[src/sv/mpq_pkg.sv]
// Package for the max priority queue core: op codes, record layout and FSM states.
// No dependencies; imported by mpq_ram, mpq_engine and the top level.
package mpq_pkg;

   localparam int CAPACITY_DEF = 64;
   localparam int TAG_W        = 64;
   localparam int ROLL_W       = 16;
   localparam int SCORE_W      = 10;
   localparam int KEY_W        = SCORE_W + ROLL_W;

   typedef enum logic [1:0] {
      OP_INSERT = 2'd0,
      OP_PEEK   = 2'd1,
      OP_POP    = 2'd2
   } op_type;

   // Key is score over inverted roll number, so a larger key has priority
   typedef struct packed {
      logic [TAG_W-1:0] tag;
      logic [KEY_W-1:0] key;
   } entry_type;

   typedef struct packed {
      logic      is_empty;
      logic      dropped_full;
      entry_type top;
   } resp_type;

   typedef enum logic [3:0] {
      ST_IDLE,
      ST_UP_RD,
      ST_UP_CMP,
      ST_POP_RD,
      ST_POP_LD,
      ST_DN_RD,
      ST_DN_CMP,
      ST_TOP_RD,
      ST_TOP_WAIT,
      ST_EMPTY_RES
   } state_type;

   function automatic logic [KEY_W-1:0] make_key(logic [SCORE_W-1:0] score,
                                                 logic [ROLL_W-1:0]  roll);
      return {score, ~roll};
   endfunction

endpackage

[src/sv/mpq_engine.sv]
// Heap sequencer: entry count, sift-up and sift-down over the record store.
// Depends on mpq_pkg; drives the ports of mpq_ram.
module mpq_engine
   import mpq_pkg::*;
#(
   parameter int CAPACITY = CAPACITY_DEF,
   localparam int IDX_W   = (CAPACITY > 1) ? $clog2(CAPACITY) : 1,
   localparam int CNT_W   = $clog2(CAPACITY + 1)
) (
   input  logic               clock,
   input  logic               reset,
   input  logic               start,
   input  logic [1:0]         op,
   input  logic [TAG_W-1:0]   name_tag,
   input  logic [ROLL_W-1:0]  roll_number,
   input  logic [SCORE_W-1:0] score,
   output logic               ready,
   output logic               res_valid,
   output resp_type           res,
   input  logic               res_take,
   output logic               wr_en,
   output logic [IDX_W-1:0]   wr_addr,
   output entry_type          wr_data,
   output logic               rd_en,
   output logic [IDX_W-1:0]   rd_addr_a,
   output logic [IDX_W-1:0]   rd_addr_b,
   input  entry_type          rd_data_a,
   input  entry_type          rd_data_b
);

   state_type        state_ff, state_in;
   logic [CNT_W-1:0] count_ff, count_in;
   logic [IDX_W-1:0] idx_ff, idx_in;
   entry_type        item_ff, item_in;
   logic             dropped_ff, dropped_in;

   logic [IDX_W-1:0] parent_idx;
   logic [CNT_W:0]   left_idx;
   logic [CNT_W:0]   right_idx;
   logic             right_ok;
   logic             pick_right;
   entry_type        best;
   logic [IDX_W-1:0] best_idx;

   // Heap index arithmetic
   assign parent_idx = (idx_ff - 1'b1) >> 1;
   assign left_idx   = (CNT_W+1)'({idx_ff, 1'b1});
   assign right_idx  = left_idx + 1'b1;
   assign right_ok   = right_idx < {1'b0, count_ff};
   assign pick_right = right_ok && (rd_data_b.key > rd_data_a.key);
   assign best       = pick_right ? rd_data_b : rd_data_a;
   assign best_idx   = pick_right ? right_idx[IDX_W-1:0] : left_idx[IDX_W-1:0];

   // Hold state
   always_ff @(posedge clock) begin
      if (reset) begin
         state_ff <= ST_IDLE;
         count_ff <= '0;
      end else begin
         state_ff <= state_in;
         count_ff <= count_in;
      end
   end

   always_ff @(posedge clock) begin
      idx_ff     <= idx_in;
      item_ff    <= item_in;
      dropped_ff <= dropped_in;
   end

   // Advance the sequencer
   always_comb begin
      state_in   = state_ff;
      count_in   = count_ff;
      idx_in     = idx_ff;
      item_in    = item_ff;
      dropped_in = dropped_ff;
      ready      = 1'b0;
      res_valid  = 1'b0;
      res        = '0;
      wr_en      = 1'b0;
      wr_addr    = idx_ff;
      wr_data    = item_ff;
      rd_en      = 1'b0;
      rd_addr_a  = '0;
      rd_addr_b  = '0;

      unique case (state_ff)
         ST_IDLE: begin
            ready = 1'b1;
            if (start) begin
               dropped_in = 1'b0;
               idx_in     = '0;
               unique case (op)
                  OP_INSERT: begin
                     if (count_ff == CNT_W'(CAPACITY)) begin
                        dropped_in = 1'b1;
                        state_in   = ST_TOP_RD;
                     end else begin
                        item_in  = '{tag: name_tag, key: make_key(score, roll_number)};
                        idx_in   = count_ff[IDX_W-1:0];
                        count_in = count_ff + 1'b1;
                        state_in = ST_UP_RD;
                     end
                  end
                  OP_POP: begin
                     if (count_ff == '0) begin
                        state_in = ST_EMPTY_RES;
                     end else begin
                        count_in = count_ff - 1'b1;
                        state_in = (count_ff == CNT_W'(1)) ? ST_EMPTY_RES : ST_POP_RD;
                     end
                  end
                  default: begin
                     state_in = (count_ff == '0) ? ST_EMPTY_RES : ST_TOP_RD;
                  end
               endcase
            end
         end

         // Sift up: move the hole toward the root
         ST_UP_RD: begin
            if (idx_ff == '0) begin
               wr_en    = 1'b1;
               state_in = ST_TOP_RD;
            end else begin
               rd_en     = 1'b1;
               rd_addr_a = parent_idx;
               state_in  = ST_UP_CMP;
            end
         end

         ST_UP_CMP: begin
            wr_en = 1'b1;
            if (item_ff.key > rd_data_a.key) begin
               wr_data  = rd_data_a;
               idx_in   = parent_idx;
               state_in = ST_UP_RD;
            end else begin
               state_in = ST_TOP_RD;
            end
         end

         // Pop: fetch the last record into the item register
         ST_POP_RD: begin
            rd_en     = 1'b1;
            rd_addr_a = count_ff[IDX_W-1:0];
            state_in  = ST_POP_LD;
         end

         ST_POP_LD: begin
            item_in  = rd_data_a;
            state_in = ST_DN_RD;
         end

         // Sift down: move the hole toward the leaves
         ST_DN_RD: begin
            if (left_idx >= {1'b0, count_ff}) begin
               wr_en    = 1'b1;
               state_in = ST_TOP_RD;
            end else begin
               rd_en     = 1'b1;
               rd_addr_a = left_idx[IDX_W-1:0];
               rd_addr_b = right_idx[IDX_W-1:0];
               state_in  = ST_DN_CMP;
            end
         end

         ST_DN_CMP: begin
            wr_en = 1'b1;
            if (best.key > item_ff.key) begin
               wr_data  = best;
               idx_in   = best_idx;
               state_in = ST_DN_RD;
            end else begin
               state_in = ST_TOP_RD;
            end
         end

         // Report the root
         ST_TOP_RD: begin
            rd_en     = 1'b1;
            rd_addr_a = '0;
            state_in  = ST_TOP_WAIT;
         end

         ST_TOP_WAIT: begin
            res_valid        = 1'b1;
            res.is_empty     = 1'b0;
            res.dropped_full = dropped_ff;
            res.top          = rd_data_a;
            if (res_take) begin
               state_in = ST_IDLE;
            end
         end

         // Empty queue: zero score and zero roll number in key form
         ST_EMPTY_RES: begin
            res_valid    = 1'b1;
            res.is_empty = 1'b1;
            res.top.key  = make_key('0, '0);
            if (res_take) begin
               state_in = ST_IDLE;
            end
         end

         default: begin
            state_in = ST_IDLE;
         end
      endcase
   end

endmodule

[config.mk]
export PLATFORM = sky130hd
export DESIGN_NAME = mpq_engine
export DESIGN_NICKNAME = d
export VERILOG_FILES = /design/src/sv/mpq_pkg.sv /design/src/sv/mpq_engine.sv
export SDC_FILE = /design/constraint.sdc
export NUM_CORES = 1
export LEC_CHECK = 0
export ABC_AREA = 1
export BUFFER_PORTS_ARGS = -buffer_cell sky130_fd_sc_hd__buf_2
export CORE_AREA = 2 2 187 189
export CTS_CLUSTER_DIAMETER = 80
export DETAILED_ROUTE_END_ITERATION = 12
export DIE_AREA = 0 0 189 191
export PLACE_DENSITY_LB_ADDON = 0.05
export SLEW_MARGIN = 20
export SYNTH_ARGS = -nofsm -noshare
export SYNTH_HDL_FRONTEND = slang
export SYNTH_SLANG_ARGS = --single-unit
[constraint.sdc]
create_clock -name clock -period 7.6 [get_ports clock]
set_input_delay 1.52 -clock clock [delete_from_list [all_inputs] [get_ports clock]]
set_output_delay 1.52 -clock clock [all_outputs]
set_load 0.02 [all_outputs]
---- Yosys cells after proc, flatten, opt, wreduce, memory -nomap -nowiden ----
Cells that the tools add are included.
storage, ports and cells
  register bits ........................... 108
  latch bits .............................. 0
  bits in writable memories ............... 0
  memory bits (read-only) ................. 0
  input bits .............................. 276
  output and inout bits ................... 204
  memories ................................ 0
operators by class
  add/subtract/negate cells ............... 4
  $mul .................................... 0
  divide/modulo/power cells ............... 0
  order comparisons ....................... 5
  eq/ne operators ......................... 20
  shift operators ......................... 0
  muxes and demuxes ....................... 47
  bitwise logic cells ..................... 1
  reduce and logical (&&, ||, !) cells .... 16
operator list
  kind                                                              number
  90-bit 2-to-1 mux                                                 6
  90-bit one-hot mux with 2 select lines                            2
  26-bit > comparator                                               3
  65-bit 2-to-1 mux                                                 1
  6-bit 2-to-1 mux                                                  9
  26-bit one-hot mux with 2 select lines                            1
  4-bit one-hot mux with 9 select lines                             1
  6-bit one-hot mux with 3 select lines                             2
  4-bit 2-to-1 mux                                                  5
  4-bit by 3-bit == test with 1-bit output (second input constant)  4
  16-bit NOT                                                        1
  7-bit 2-to-1 mux                                                  2
  7-bit one-hot mux with 2 select lines                             1
  2-bit inequality test (second input constant)                     6
  1-bit 2-to-1 mux                                                  9
  3-bit 2-to-1 mux                                                  3
  7-bit by 1-bit adder with 8-bit output (second input constant)    1
  4-bit by 2-bit == test with 1-bit output (second input constant)  2
  4-bit == test (second input constant)                             2
  8-bit by 7-bit less-than comparator with 1-bit output             1
  4-bit one-hot mux with 2 select lines                             1
  4-bit AND reduction                                               2
  7-bit by 1-bit adder with 7-bit output (second input constant)    1
  7-bit by 1-bit == test with 1-bit output (second input constant)  1
  20 further kinds                                                  26

---- Logic depth before layout (Yosys ltp) ----
  depth after elaboration ................. 7
  depth in mapped cells ................... 30

---- Worst setup path after synthesis ----
OpenSTA, ideal clock, no wires.
  path type ............................... in2reg
  start ................................... input op[1]
  end ..................................... register item_ff[0] (netlist bit) (enable)
  setup time .............................. 0.569 ns
  arrival time ............................ 6.125 ns
  required time ........................... 7.031 ns
  setup slack ............................. 0.906 ns
  stages on the path ...................... 3
  cell sequence ........................... nor2_1 -> nand2_1 -> a21oi_1
on the way
  longest elaborated chain between the ends .. 3
ends and longest elaborated chain
  what                                                        RTL line          RTL
  start: declaration                                          mpq_engine.sv:13  input logic [1:0] op,
  2-bit logical NOT                                           mpq_engine.sv:94  unique case (op)
  2-bit by 1-bit inequality test with 1-bit output (no line)  -
  4-bit AND reduction (no line)                               -
  end signal: assignment                                      mpq_engine.sv:67  item_ff <= item_in;
  end: declaration                                            mpq_engine.sv:34  entry_type item_ff, item_in;
Every way passes these cells.
A chain may end at the register's enable or synchronous reset.

==> impl_metrics.env <==
export IMPL_hold_violations=0
export IMPL_vias=15650
export IMPL_synth_edf_count=97
export IMPL_synth_flop_cell="edfxtp_1"
export IMPL_drc_errors=0
export IMPL_drv_cap=0
export IMPL_synth_avg_cell_area_um2=6.10
export IMPL_finalCritPeriodShare_pct=95.7
export IMPL_clock_path_buffers=2
export IMPL_worstHoldPathCells=1
export IMPL_syn_nets=2504
export IMPL_cp_max_fo=62
export IMPL_start_util_pct=38.1
export IMPL_rr_endpoint="wr_addr[4]"
export IMPL_ys_ff_latch=108
export IMPL_synth_top_area_share_pct=22.4
export IMPL_rrSetupSlack_ps=2230
export IMPL_worstMarginPinSlew_ps=1060
export IMPL_nets=2896
export IMPL_grt_overflow=0
export IMPL_final_cell_count_no_fill=2992
export IMPL_synthTopCellsByCount="558 x nand2_1, 363 x inv_1, 215 x nand3_1, 154 x nor2_1, 140 x o21ai_0"
export IMPL_dpl_cell_count=2969
export IMPL_core_um2=34100
export IMPL_vias_per_cell=5.23
export IMPL_yosysWarnings=0
export IMPL_drv_slew=0
export IMPL_grt_max_degree=76
export IMPL_worstPathRequired_ps=6080
export IMPL_cts_hold_buffers=0
export IMPL_critPathKind="input pin to output pin"
export IMPL_dp_slack_ps=370
export IMPL_setup_viol=0
export IMPL_final_min_clock_period_ps=7280
export IMPL_crit_arrival_ps=5760
export IMPL_cp_slowest_stage_delay_ps=290
export IMPL_drtAntennaViolNets=0
export IMPL_critPathLaunchType="input pin"
export IMPL_drtIter0Drc=1054
export IMPL_async_reset_ff_share_pct=0
export IMPL_rr_startpoint="wr_addr[0]"
export IMPL_crit_cells=25
export IMPL_fill_cells=3670
export IMPL_rows=68
export IMPL_netlist_area_um2=13000
export IMPL_fin_util_pct=46.7
export IMPL_clkTransAtPathRegs_ps=90
export IMPL_clock_root_buffer="clkbuf_16"
export IMPL_hp_start="count_ff[5]"
export IMPL_drt_total_wl_um=56100
export IMPL_critical_path_buf_inv_count=6
export IMPL_area_growth_pct=22.4
export IMPL_status="finished, final reports clean"
export IMPL_clock_latency_ps=380
export IMPL_powerDensity_nw_per_um2=346
export IMPL_numClockSinks=108
export IMPL_cts_tree="built"
export IMPL_track_usage_pct=29.8
export IMPL_p_leak_uw=0.00900
export IMPL_antenna_found_initial=9
export IMPL_fin_worst_skew_ps=14.9
export IMPL_rsz0062_at_grt="no"
export IMPL_dieArea_um2=36100
export IMPL_synthCells=2133
export IMPL_fp_dieH_um=191
export IMPL_synth_area_leaders="edfxtp_1 22%, nand2_1 16%, inv_1 10%"
export IMPL_cp_slowest_cell="ha_1"
export IMPL_grt_pass1_vias=14523
export IMPL_wl_per_cell_um=18.8
export IMPL_synth_cell_type_count=45
export IMPL_ys_seq_area_share_pct=24.1
export IMPL_holdCritPathClass="register to register"
export IMPL_grt_pass1_wl_um=84100
export IMPL_setup_ws_ps=323
export IMPL_cts_setup_buffers=0
export IMPL_crit_family="simple AND/OR/NAND/NOR gates"
export IMPL_synth_area_leader_cell="edfxtp_1"
export IMPL_ios=480
export IMPL_die_w_um=189
export IMPL_timing_fmax_ghz=0.137
export IMPL_fin_setup_tns_ps=0
export IMPL_drt_pass1_iter_count=7
export IMPL_post_cts_resized=0
export IMPL_portBuffers=478
export IMPL_post_route_cells_drive_above_1_share_pct=21.9
export IMPL_maxSlewHeadroom_pct=28.9
export IMPL_endpoint_kind="output pin"
export IMPL_placed_area_um2=15600
export IMPL_ir_worst_vdd_mv=0.235
export IMPL_hold_end="count_ff[5]"
export IMPL_yosysMostFrequentCell="nand2_1"
export IMPL_htreeDepth=3
export IMPL_cts_buffers=9
export IMPL_place_hpwl_um=40700
export IMPL_critPathMostFrequentCell="nand2_1"
export IMPL_design_area_um2=15900
export IMPL_place_congestion=0.962
export IMPL_reg2regPathDepth=24
placed cells by master, fill, tap and decap left out, types with 4 or more instances in the layout:
cell type	count
inv_1	363
o21ai_1	76
a21oi_1	70
inv_2	11
xor2_1	7
o21ai_0	140
nand4_1	101
nand3_1	215
nand2_2	5
buf_4	23
nor3_1	13
buf_2	478
diode_2	7
nor2_1	154
a21o_1	4
buf_12	4
nand2_1	555
and2_1	25
clkbuf_16	9
ha_1	95
o221ai_1	5
edfxtp_1	97
o22ai_1	27
dfxtp_1	11
kinds of logic after synthesis:
| logic type | after synthesis | share of synthesized area [%] |
|---|---|---|
| buffers and inverters | 501 | 16.0 |
| and+or+nand+nor | 1086 | 36.6 |
| adders and majority gates | 95 | 9.13 |
| other | 1 | 0.0288 |
| AOI/OAI and AO/OA | 333 | 13.5 |
| muxes | 1 | 0.0865 |
| DFF | 108 | 24.1 |
| xor gates and xnor gates | 8 | 0.538 |
layout make-up:
cell class                      instances  area [um^2]  share of cell area [%]
Multi-Input combinational cell       1524         7850                    49.3
Clock inverter                          6         62.6                   0.393
Antenna cell                            7         17.5                   0.110
Timing Repair Buffer                  506         2660                    16.7
Tap cell                              455          569                    3.57
Sequential cell                       108         3130                    19.7
Inverter                              376         1410                    8.87
Clock buffer                           10          229                    1.44
worst max-delay path by stage:
stage / startpoint / to / slack (ps)
after CTS: rd_data_a[9] / wr_data[80] / 360
after global routing: rd_data_a[18] / wr_data[80] / 20
after detailed placement: rd_data_a[9] / wr_data[80] / 370
final: rd_data_a[9] / wr_data[80] / 320
after floorplan: op[1] / item_ff[0] / 910
after global placement: rd_data_a[9] / wr_data[80] / 450
stage by stage:
| stage | hold slack (ps) | total power (uW) |
|---|---|---|
| 2_1_floorplan | 470 | 3710 |
| 3_3_place_gp | 517 | 4950 |
| 3_5_place_dp | 533 | 4970 |
| 4_1_cts | 556 | 5500 |
| 5_1_grt | 594 | 5940 |
| 6_report | 562 | 5510 |
registers in the layout (all words and copies together) (netlist names):
signal / flops
wr_addr: 6
state_ff: 4
dropped_ff: 1
count_ff: 7
item_ff: 90
power breakdown:
part           internal (uW)  total [uW]  leakage, uW  switching [uW]
sequential               899        1040     0.000988             140
combinational           1140        3950      0.00788            2800
clock                    257         518     0.000138             261
total                   2300        5510      0.00900            3200
layer usage:
| metal | part of all wire, % | up-vias | GRT usage [%] |
|---|---|---|---|
| met5 | 0.045 | - | 0 |
| met4 | 3.1 | 4 | 10.3 |
| met3 | 7.0 | 92 | 4.74 |
| met2 | 47 | 643 | 49.8 |
| met1 | 43 | 7172 | 38.9 |
| li1 | - | 7739 | - |
Note: power is estimated with default switching activity, not from simulation.
